File: config.mk
export PLATFORM = sky130hd
export DESIGN_NAME = peer_table_with_aging
export DESIGN_NICKNAME = d
export VERILOG_FILES = /design/src/pta_pkg.sv /design/src/pta_ctrl.sv /design/src/pta_dp.sv /design/src/peer_table_with_aging.sv
export SDC_FILE = /design/constraint.sdc
export NUM_CORES = 2
export LEC_CHECK = 0
export BUFFER_PORTS_ARGS = -buffer_cell sky130_fd_sc_hd__clkbuf_2
export CORE_ASPECT_RATIO = 0.75
export CORE_MARGIN = 3
export CORE_UTILIZATION = 55
export CTS_CLUSTER_DIAMETER = 150
export DETAILED_ROUTE_END_ITERATION = 8
export PLACE_DENSITY = 0.71
export SYNTH_ARGS = -nofsm -noshare
export SYNTH_HDL_FRONTEND = slang
export SYNTH_SLANG_ARGS = --single-unit
export TNS_END_PERCENT = 5
File: constraint.sdc
create_clock -name clk -period 9.2 [get_ports clk]
set_input_delay 0 -clock clk [delete_from_list [all_inputs] [get_ports clk]]
set_output_delay 0 -clock clk [all_outputs]
set_load 0.005 [all_outputs]
File: src/pta_pkg.sv
// ----------------------------------------------------------------------------
// pta_pkg: shared types and constants for the peer table with aging
// Holds the payload structs, request and status codes, the controller
// state enum and the command/status structs between controller and datapath.
// ----------------------------------------------------------------------------
`default_nettype none
package pta_pkg;

	localparam int PeerSlots = 8;
	localparam int SlotW     = (PeerSlots > 1) ? $clog2(PeerSlots) : 1;
	localparam int CntW      = $clog2(PeerSlots + 1);

	typedef enum logic [1:0] {
		REQ_BEACON = 2'd0,
		REQ_TICK   = 2'd1,
		REQ_READ   = 2'd2,
		REQ_NONE   = 2'd3
	} req_t;

	typedef enum logic [2:0] {
		ST_BAD     = 3'd0,
		ST_OWN     = 3'd1,
		ST_REFRESH = 3'd2,
		ST_INSERT  = 3'd3,
		ST_EVICT   = 3'd4,
		ST_NOSLOT  = 3'd5,
		ST_TICK    = 3'd6,
		ST_READ    = 3'd7
	} status_t;

	typedef enum logic [2:0] {
		REG_OWN_IP    = 3'd0,
		REG_MAGIC     = 3'd1,
		REG_MIN_LEN   = 3'd2,
		REG_TTL       = 3'd3,
		REG_PERIOD    = 3'd4
	} reg_idx_t;

	typedef enum logic [2:0] {
		S_IDLE,
		S_SCAN,
		S_WRITE,
		S_OUT
	} state_t;

	typedef struct packed {
		logic [1:0]  req_type;
		logic [31:0] now_ms;
		logic [47:0] peer_mac;
		logic [31:0] beacon_ip;
		logic [31:0] magic_word;
		logic [7:0]  beacon_version;
		logic [7:0]  frame_len;
		logic [5:0]  slot_index;
	} in_item_t;

	typedef struct packed {
		logic [2:0]  status;
		logic [5:0]  slot;
		logic [6:0]  peer_count;
		logic        send_beacon;
		logic [6:0]  expired_count;
		logic        entry_valid;
		logic [47:0] entry_mac;
		logic [31:0] entry_ip;
		logic [31:0] entry_age;
	} out_item_t;

	// controller -> datapath
	typedef struct packed {
		logic load;      // capture input item, start new item
		logic scan;      // examine slot at scan pointer
		logic commit;    // apply beacon/tick update
		logic out_load;  // form result into output register
	} dp_cmd_t;

	// datapath -> controller
	typedef struct packed {
		logic scan_last; // scan pointer at final slot
		logic needs_scan; // item is beacon passing checks or tick
		logic needs_write; // beacon passing checks
	} dp_sts_t;

endpackage
`default_nettype wire

File: src/pta_ctrl.sv
// ----------------------------------------------------------------------------
// pta_ctrl: controller for the peer table
// Sequences capture, slot scan, update and result hand-off.
// ----------------------------------------------------------------------------
`default_nettype none
module pta_ctrl (
	input  wire logic             clk,
	input  wire logic             arst_n,
	input  wire logic             in_valid,
	output logic                  in_ready,
	output logic                  out_valid,
	input  wire logic             out_ready,
	output pta_pkg::dp_cmd_t      cmd,
	input  wire pta_pkg::dp_sts_t sts
);

	pta_pkg::state_t state_q, state_nx;
	logic out_valid_q, out_valid_nx;

	// state register
	always_ff @(posedge clk or negedge arst_n) begin
		if (!arst_n) begin
			state_q     <= pta_pkg::S_IDLE;
			out_valid_q <= 1'b0;
		end else begin
			state_q     <= state_nx;
			out_valid_q <= out_valid_nx;
		end
	end

	// next state and commands
	always_comb begin
		state_nx     = state_q;
		out_valid_nx = out_valid_q;
		cmd          = '0;
		in_ready     = 1'b0;
		if (out_valid_q && out_ready) out_valid_nx = 1'b0;
		case (state_q)
			pta_pkg::S_IDLE: begin
				in_ready = 1'b1;
				if (in_valid) begin
					cmd.load = 1'b1;
					state_nx = pta_pkg::S_SCAN;
				end
			end
			pta_pkg::S_SCAN: begin
				if (!sts.needs_scan) begin
					state_nx = pta_pkg::S_OUT;
				end else begin
					cmd.scan = 1'b1;
					if (sts.scan_last) state_nx = pta_pkg::S_WRITE;
				end
			end
			pta_pkg::S_WRITE: begin
				cmd.commit = 1'b1;
				state_nx   = pta_pkg::S_OUT;
			end
			pta_pkg::S_OUT: begin
				// wait for the output register to free
				if (!out_valid_q || out_ready) begin
					cmd.out_load = 1'b1;
					out_valid_nx = 1'b1;
					state_nx     = pta_pkg::S_IDLE;
				end
			end
			default: state_nx = pta_pkg::S_IDLE;
		endcase
	end

	assign out_valid = out_valid_q;

endmodule
`default_nettype wire

File: src/pta_dp.sv
// ----------------------------------------------------------------------------
// pta_dp: datapath for the peer table
// Slot storage, configuration registers, serial slot scan and result forming.
// ----------------------------------------------------------------------------
`default_nettype none
module pta_dp (
	input  wire logic              clk,
	input  wire logic              arst_n,
	input  wire logic              cfg_valid,
	input  wire logic [2:0]        cfg_index,
	input  wire logic [31:0]       cfg_data,
	input  wire pta_pkg::in_item_t in_item,
	input  wire pta_pkg::dp_cmd_t  cmd,
	output pta_pkg::dp_sts_t       sts,
	output pta_pkg::out_item_t     out_item
);

	localparam int N  = pta_pkg::PeerSlots;
	localparam int SW = pta_pkg::SlotW;
	localparam int CW = pta_pkg::CntW;

	// configuration
	logic [31:0] own_ip_q, magic_q, ttl_q, period_q;
	logic [7:0]  min_len_q;

	// slot store
	logic [N-1:0] valid_q;
	logic [47:0]  mac_q  [N];
	logic [31:0]  ip_q   [N];
	logic [31:0]  seen_q [N];
	logic [CW-1:0] count_q;
	logic [31:0]  last_beacon_q;

	// captured item and scan state
	pta_pkg::in_item_t item_q;
	logic [SW-1:0] ptr_q;
	logic          hit_q, free_q;
	logic [SW-1:0] hit_idx_q, free_idx_q, lru_idx_q;
	logic [31:0]   lru_seen_q;
	logic [N-1:0]  expire_q;
	logic          frame_ok, not_own, is_beacon, is_tick;

	assign is_beacon = (item_q.req_type == pta_pkg::REQ_BEACON);
	assign is_tick   = (item_q.req_type == pta_pkg::REQ_TICK);
	assign frame_ok  = (item_q.frame_len >= min_len_q) && (item_q.magic_word == magic_q)
		&& (item_q.beacon_version == 8'd1);
	assign not_own   = (item_q.beacon_ip != own_ip_q);

	assign sts.needs_write = is_beacon && frame_ok && not_own;
	assign sts.needs_scan  = sts.needs_write || is_tick;
	assign sts.scan_last   = (ptr_q == SW'(N - 1));

	// configuration writes
	always_ff @(posedge clk or negedge arst_n) begin
		if (!arst_n) begin
			own_ip_q  <= '0;
			magic_q   <= '0;
			min_len_q <= '0;
			ttl_q     <= '0;
			period_q  <= '0;
		end else if (cfg_valid) begin
			case (cfg_index)
				pta_pkg::REG_OWN_IP:  own_ip_q  <= cfg_data;
				pta_pkg::REG_MAGIC:   magic_q   <= cfg_data;
				pta_pkg::REG_MIN_LEN: min_len_q <= cfg_data[7:0];
				pta_pkg::REG_TTL:     ttl_q     <= cfg_data;
				pta_pkg::REG_PERIOD:  period_q  <= cfg_data;
				default: ;
			endcase
		end
	end

	// one slot per cycle: match, first free, oldest, expiry
	logic [31:0] age_cur;
	assign age_cur = item_q.now_ms - seen_q[ptr_q];

	always_ff @(posedge clk) begin
		if (cmd.load) begin
			item_q     <= in_item;
			ptr_q      <= '0;
			hit_q      <= 1'b0;
			free_q     <= 1'b0;
			hit_idx_q  <= '0;
			free_idx_q <= '0;
			lru_idx_q  <= '0;
			lru_seen_q <= '1;
			expire_q   <= '0;
		end else if (cmd.scan) begin
			ptr_q <= (ptr_q == SW'(N - 1)) ? '0 : ptr_q + SW'(1);
			if (valid_q[ptr_q] && mac_q[ptr_q] == item_q.peer_mac && !hit_q) begin
				hit_q     <= 1'b1;
				hit_idx_q <= ptr_q;
			end
			if (!valid_q[ptr_q] && !free_q) begin
				free_q     <= 1'b1;
				free_idx_q <= ptr_q;
			end
			// strict less keeps lowest index on ties; slot 0 always taken
			if (ptr_q == '0 || seen_q[ptr_q] < lru_seen_q) begin
				lru_seen_q <= seen_q[ptr_q];
				lru_idx_q  <= ptr_q;
			end
			expire_q[ptr_q] <= valid_q[ptr_q] && (age_cur > ttl_q);
		end
	end

	// beacon target and status
	logic [SW-1:0]     tgt;
	pta_pkg::status_t  bstat;
	always_comb begin
		if (hit_q) begin
			tgt = hit_idx_q; bstat = pta_pkg::ST_REFRESH;
		end else if (free_q) begin
			tgt = free_idx_q; bstat = pta_pkg::ST_INSERT;
		end else begin
			tgt = lru_idx_q; bstat = pta_pkg::ST_EVICT;
		end
	end

	logic [N-1:0] valid_nx;
	logic [CW-1:0] cnt_nx;
	always_comb begin
		valid_nx = valid_q;
		if (is_tick) valid_nx = valid_q & ~expire_q;
		else         valid_nx[tgt] = 1'b1;
		cnt_nx = '0;
		for (int i = 0; i < N; i++) cnt_nx = cnt_nx + CW'(valid_nx[i]);
	end

	logic send_q;

	// state update
	always_ff @(posedge clk or negedge arst_n) begin
		if (!arst_n) begin
			valid_q       <= '0;
			count_q       <= '0;
			last_beacon_q <= '0;
			send_q        <= 1'b0;
		end else begin
			if (cmd.load) send_q <= 1'b0;
			if (cmd.commit) begin
				valid_q <= valid_nx;
				count_q <= cnt_nx;
				if (is_tick && (item_q.now_ms - last_beacon_q) >= period_q) begin
					send_q        <= 1'b1;
					last_beacon_q <= item_q.now_ms;
				end
			end
		end
	end

	always_ff @(posedge clk) begin
		if (cmd.commit && !is_tick) begin
			mac_q[tgt]  <= item_q.peer_mac;
			ip_q[tgt]   <= item_q.beacon_ip;
			seen_q[tgt] <= item_q.now_ms;
		end
	end

	// read-slot lookup
	logic          rd_ok;
	logic [SW-1:0] rd_idx;
	assign rd_idx = item_q.slot_index[SW-1:0];
	assign rd_ok  = ({1'b0, item_q.slot_index} < 7'(N)) && valid_q[rd_idx];

	// result forming
	pta_pkg::out_item_t res_nx;
	always_comb begin
		res_nx = '0;
		res_nx.peer_count = 7'(count_q);
		case (item_q.req_type)
			pta_pkg::REQ_BEACON: begin
				if (!frame_ok) res_nx.status = pta_pkg::ST_BAD;
				else if (!not_own) res_nx.status = pta_pkg::ST_OWN;
				else begin
					res_nx.status = bstat;
					res_nx.slot   = 6'(tgt);
				end
			end
			pta_pkg::REQ_TICK: begin
				res_nx.status        = pta_pkg::ST_TICK;
				res_nx.send_beacon   = send_q;
				res_nx.expired_count = 7'($countones(expire_q));
			end
			pta_pkg::REQ_READ: begin
				res_nx.status = pta_pkg::ST_READ;
				res_nx.slot   = item_q.slot_index;
				if (rd_ok) begin
					res_nx.entry_valid = 1'b1;
					res_nx.entry_mac   = mac_q[rd_idx];
					res_nx.entry_ip    = ip_q[rd_idx];
					res_nx.entry_age   = item_q.now_ms - seen_q[rd_idx];
				end
			end
			default: res_nx.status = pta_pkg::ST_BAD;
		endcase
	end

	// result register
	always_ff @(posedge clk) begin
		if (cmd.out_load) out_item <= res_nx;
	end

endmodule
`default_nettype wire

File: src/peer_table_with_aging.sv
// ----------------------------------------------------------------------------
// peer_table_with_aging: learned peer table with TTL aging and LRU eviction
//
// Input channel (in_valid/in_ready/in_item) takes beacon, tick or read items;
// output channel (out_valid/out_ready/out_item) gives one result beat per item.
// The cfg channel (cfg_valid/cfg_ready/cfg_index/cfg_data) writes the five
// registers; cfg_ready is always high. The user makes writes only while idle;
// the block does not enforce this. From the accepting edge to the edge that
// raises out_valid, beacons that pass checks and ticks go through the serial
// slot scan, an update step and an output load. Bad/own beacons, reads and
// unknown requests go through a decode step and an output load.
// The next item is accepted the cycle after the result is loaded; a new item
// is not taken before the previous one is through. A finished result may
// wait in the output register while a new item runs.
// The slot scan through the one comparator sets the rate.
// Reset clears all slots' valid bits, the counters and the configuration registers at once.
// If the receiver stalls, a finished item waits in the output state until
// the output register frees; in_ready stays low meanwhile.
// ----------------------------------------------------------------------------
`default_nettype none
module peer_table_with_aging (
	input  wire logic               clk,
	input  wire logic               arst_n,
	input  wire logic               in_valid,
	output logic                    in_ready,
	input  wire pta_pkg::in_item_t  in_item,
	output logic                    out_valid,
	input  wire logic               out_ready,
	output pta_pkg::out_item_t      out_item,
	input  wire logic               cfg_valid,
	output logic                    cfg_ready,
	input  wire logic [2:0]         cfg_index,
	input  wire logic [31:0]        cfg_data
);

	pta_pkg::dp_cmd_t cmd;
	pta_pkg::dp_sts_t sts;

	assign cfg_ready = 1'b1;

	pta_ctrl u_ctrl (
		.clk(clk), .arst_n(arst_n), .in_valid(in_valid), .in_ready(in_ready),
		.out_valid(out_valid), .out_ready(out_ready), .cmd(cmd), .sts(sts)
	);

	pta_dp u_dp (
		.clk(clk), .arst_n(arst_n), .cfg_valid(cfg_valid), .cfg_index(cfg_index),
		.cfg_data(cfg_data), .in_item(in_item), .cmd(cmd), .sts(sts),
		.out_item(out_item)
	);

	// one command at a time
	a_cmd_onehot: assert property (@(posedge clk) disable iff (!arst_n)
		$onehot0({cmd.load, cmd.scan, cmd.commit, cmd.out_load}))
		else $error("controller issued overlapping commands");

	// acceptance only with no scan in flight
	a_load_ready: assert property (@(posedge clk) disable iff (!arst_n)
		cmd.load |-> in_ready)
		else $error("item captured while busy");

	// result raises valid next cycle
	a_out_valid: assert property (@(posedge clk) disable iff (!arst_n)
		cmd.out_load |=> out_valid)
		else $error("result loaded without valid");

endmodule
`default_nettype wire
==> tab_implementation.tex <==
\begin{tabular}{lr}
\hline
Metric & Value \\
\hline
\multicolumn{2}{l}{\textbf{Floorplan}} \\
\quad I/O pin cnt & 348 \\
\quad Die width & 405 um \\
\quad Die area & 123000 sq um \\
\quad Std cell rows & 109 \\
\quad Die height & 305 um \\
\quad Initial core utilization & 55.5\% \\
\quad Floorplan core area & 118000 sq um \\
\multicolumn{2}{l}{\textbf{Layout}} \\
\quad Share of cells above drive strength 1 & 23.6\% \\
\quad Core occupancy in the finished layout & 65.9\% \\
\quad Number of fill cells & 8009 \\
\quad Layout-stage area growth over the synthesis result & 18.7\% \\
\quad Layout Nets & 5231 \\
\multicolumn{2}{l}{\textbf{Route}} \\
\quad Residual DRC count & 0 \\
\quad Post-DR vias/cell & 6.07 \\
\quad Sum of routed wire length over all layers & 170000 um \\
\quad DR vias & 39300 \\
\quad Antenna-violating nets left & 0 \\
\quad First drt pass iteration count & 6 \\
\quad Routed length per instance & 26.4 um \\
\quad Count of routing violations after the opening detailed-route iteration & 4104 \\
\multicolumn{2}{l}{\textbf{Global routing}} \\
\quad Via count of the first global-routing pass & 39700 \\
\quad Pin count of the biggest net entering global routing & 124 \\
\quad Total Routing Usage GR & 28.0\% \\
\quad Wire length of the first global-routing pass & 256000 um \\
\quad Initial antenna violation count & 10 \\
\quad Aggregate global routing overflow & 0 \\
\multicolumn{2}{l}{\textbf{STA}} \\
\quad Final number of max-transition violations & 0 \\
\quad Max\_slew headroom & 19.7\% \\
\quad Number of hold violations in the final report & 0 \\
\quad Setup violators final & 0 \\
\quad Total negative slack & 0 ns \\
\quad Setup repair after global routing missed its margin & no \\
\quad Achievable clock frequency & 142 MHz \\
\quad Minimum period implied by the final worst setup slack & 7.05 ns \\
\quad Clock Skews & 0.0520 ns \\
\quad Final worst path period share & 76.7\% \\
\quad Pin slew with the least headroom to its limit & 1.19 ns \\
\multicolumn{2}{l}{\textbf{Yosys}} \\
\quad Total standard cell area after synthesis & 65600 sq um \\
\quad Fraction of synthesized cell area taken by the top area cell type & 54.7\% \\
\quad Post-synth top area cell & sky130\_fd\_sc\_hd\_\_edfxtp\_1 \\
\quad Mapped Avg Cell Area & 16.4 sq um \\
\quad Count of synthesis-stage warnings from yosys & 0 \\
\quad Fraction of registers with async set or reset after synthesis & 12.8\% \\
\quad Cell types occupying the most area after synthesis & sky130\_fd\_sc\_hd\_\_edfxtp\_1 (55\%), sky130\_fd\_sc\_hd\_\_mux4\_2 (13\%), sky130\_fd\_sc\_hd\_\_dfrtp\_1 (7.0\%), sky130\_fd\_sc\_hd\_\_ha\_1 (4.1\%), sky130\_fd\_sc\_hd\_\_mux2i\_1 (2.7\%) \\
\quad Post-Synthesis Cells & 4011 \\
\quad Register bit count reported by yosys & 1439 \\
\quad Most used standard cell by instance count after synthesis & sky130\_fd\_sc\_hd\_\_edfxtp\_1 \\
\quad Predominant post-synthesis flop cell & sky130\_fd\_sc\_hd\_\_edfxtp\_1 \\
\quad Number of enable flip-flop cells after synthesis & 1195 \\
\quad Share of synthesized area occupied by flip-flops and latches & 63.6\% \\
\quad Leading cell types by count after synthesis & sky130\_fd\_sc\_hd\_\_edfxtp\_1 (1195), sky130\_fd\_sc\_hd\_\_mux4\_2 (386), sky130\_fd\_sc\_hd\_\_ha\_1 (217) \\
\quad Number of distinct library cell variants in the gate-level netlist after synthesis & 70 \\
\multicolumn{2}{l}{\textbf{Critical path}} \\
\quad Arrival time at the worst endpoint & 7.66 ns \\
\quad Req. time, crit path & 9.81 ns \\
\quad Crit Path Max Fanout & 37 \\
\quad Startpoint type of the worst setup path & flop \\
\quad Kind of end point of the critical path & flop \\
\quad Critical Setup Path Class & flop to flop \\
\multicolumn{2}{l}{\textbf{CTS}} \\
\quad Cell at the root of the clock tree & sky130\_fd\_sc\_hd\_\_clkbuf\_16 \\
\quad Sinks on Clock Net & 1439 \\
\quad H-tree levels & 4 \\
\quad Clock insertion delay at the later pin of the skew report & 0.79 ns \\
\quad Clk pin slew, worst setup/hold paths & 0.07 ns \\
\quad Number of buffers added by the clock tree synthesis step & 141 \\
\quad Maximum count of clock buffers along a single path & 3 \\
\quad CTS tree & done \\
\quad Post-CTS setup buffer count & 0 \\
\multicolumn{2}{l}{\textbf{Placed design}} \\
\quad Global placement routability congestion & 0.885 \\
\quad Detailed placer's ending HPWL & 103000 um \\
\quad \# port buffers & 340 \\
\multicolumn{2}{l}{\textbf{Worst hold path}} \\
\quad Path type of the worst min-delay path & input port to flop \\
\multicolumn{2}{l}{\textbf{Power}} \\
\quad Static power due to leakage & 28.6 nW \\
\quad Power Dens Cells & 298 nW/um\^{}2 \\
\quad Peak supply drop & 210 uV \\
\multicolumn{2}{l}{\textbf{Outcome}} \\
\quad Result of the run & complete, no violations \\
\multicolumn{2}{l}{\textbf{Flow run}} \\
\quad Max Cap Violations & 0 \\
\hline
\end{tabular}
[per-stage QoR]
step | cells | area [sq um] | hold WS, ns | power (W) | setup slack [ns]
2_1_floorplan | 4016 | 65600 | -0.296 | 0.0150 | 2.47
3_3_place_gp | 5788 | 69100 | 0.177 | 0.0173 | 2.32
5_1_grt | 6465 | 77800 | 0.0348 | 0.0245 | 1.68
3_5_place_dp | 5788 | 69100 | 0.179 | 0.0174 | 2.26
4_1_cts | 6464 | 77800 | 0.0203 | 0.0232 | 2.22
6_report | 6467 | 77800 | 0.0750 | 0.0232 | 2.15
[report_power, final]
group,internal (W),switching [W]
Combinational,0.00397,0.00471
Sequential,0.00815,0.000717
Clock,0.00317,0.00251
Total,0.0153,0.00793
[state kept, by name, summed over array words and instances, names as in the netlist, 4 cells and up, named ones only]
signal              cells
u_dp.count_q            4
u_dp.expire_q           8
u_dp.ip_q             256
u_dp.item_q           168
u_dp.last_beacon_q     32
u_dp.lru_seen_q        32
u_dp.mac_q            384
u_dp.magic_q           32
u_dp.min_len_q          8
u_dp.out_item         131
u_dp.own_ip_q          32
u_dp.period_q          32
u_dp.seen_q           256
u_dp.ttl_q             32
u_dp.valid_q            8
[layout make-up]
type                       instances  area, sq um  share of cell area, %
clock inverter                    79          672                  0.863
inverter                         201          762                  0.979
multi-input combinational       2193        22500                   28.9
timing repair buffer             819         6430                   8.26
clock buffer                     179         3840                   4.93
antenna                            3         7.51                0.00964
sequential                      1439        41700                   53.6
tap                             1554         1940                   2.50
[kinds of logic (layout without fill, tap and decap cells)]
group	after synthesis	in the layout	share of synthesized area, %
compound gates	462	462	4.49
xor+xnor	196	196	2.62
fa+ha+maj	228	228	4.47
buf+inv	384	1278	2.30
flops	1439	1439	63.6
mux	697	697	18.3
other cells	2	10	0.0114
simple gates	603	603	4.29
[path summary, 6_finish.rpt]
kind                                      start                 end  slack [ns]  cells after the start
worst max-delay path                       flop    u_dp.expire_q[3]        2.15                     22
worst min-delay path               in_item[134]    u_dp.item_q[134]        0.08                      2
worst max register to register             flop    u_dp.expire_q[3]        2.15                     22
worst min register to register  u_dp.count_q[2]  u_dp.out_item[123]        0.44                      0
max in group asynchronous                arst_n     u_dp.valid_q[0]        8.08                      4
min in group asynchronous                arst_n     u_dp.magic_q[0]        0.44                      4
[cells in the final DEF (no fill, tap or decap), types with 77 or more instances in the layout]
| cell type | n |
|---|---|
| sky130_fd_sc_hd__o21ai_0 | 128 |
| sky130_fd_sc_hd__clkbuf_2 | 339 |
| sky130_fd_sc_hd__mux4_2 | 386 |
| sky130_fd_sc_hd__nand2_1 | 163 |
| sky130_fd_sc_hd__xnor2_1 | 119 |
| sky130_fd_sc_hd__a21oi_1 | 96 |
| sky130_fd_sc_hd__dfrtp_1 | 184 |
| sky130_fd_sc_hd__nor2_1 | 188 |
| sky130_fd_sc_hd__mux2_2 | 137 |
| sky130_fd_sc_hd__dlygate4sd3_1 | 417 |
| sky130_fd_sc_hd__ha_1 | 217 |
| sky130_fd_sc_hd__xor2_1 | 77 |
| sky130_fd_sc_hd__edfxtp_1 | 1195 |
| sky130_fd_sc_hd__inv_1 | 200 |
| sky130_fd_sc_hd__mux2i_1 | 174 |
| sky130_fd_sc_hd__clkbuf_16 | 144 |
[worst max-delay path, cell delays in order (launching register included)]
cell and delay (ns):
sky130_fd_sc_hd__dfxtp_4 0.91, sky130_fd_sc_hd__mux4_2 0.61, sky130_fd_sc_hd__mux2_2 0.29, sky130_fd_sc_hd__inv_1 0.12, sky130_fd_sc_hd__ha_1 0.24, sky130_fd_sc_hd__nor2b_1 0.14
sky130_fd_sc_hd__o31ai_1 0.29, sky130_fd_sc_hd__a31oi_1 0.21, sky130_fd_sc_hd__a41o_1 0.33, sky130_fd_sc_hd__a2111oi_0 0.79, sky130_fd_sc_hd__nor2_1 0.17, sky130_fd_sc_hd__xor2_1 0.20
sky130_fd_sc_hd__ha_1 0.31, sky130_fd_sc_hd__a21o_1 0.16, sky130_fd_sc_hd__a21o_1 0.17, sky130_fd_sc_hd__a21o_1 0.17, sky130_fd_sc_hd__a21o_1 0.17, sky130_fd_sc_hd__a21oi_1 0.16
sky130_fd_sc_hd__nor2b_1 0.06, sky130_fd_sc_hd__o21ai_0 0.16, sky130_fd_sc_hd__nand2b_1 0.08, sky130_fd_sc_hd__a221oi_1 0.98, sky130_fd_sc_hd__o31ai_1 0.17
[per-layer routing]
metal	up-vias	GRT usage [%]	share of wire (%)
li1	17200	-	-
met1	19900	41.5	42
met2	1876	42.9	46
met3	254	4.95	8.9
met4	4	8.56	2.6
met5	-	0	0.013
[repair_timing]
| item | CTS | global route |
|---|---|---|
| hold endpoints to repair | 475 | 0 |
| hold buffers | 418 | 0 |
| setup endpoints to repair | 0 | 0 |
| gates resized for setup | 0 | 0 |
Power figures use the tool's default switching activity.
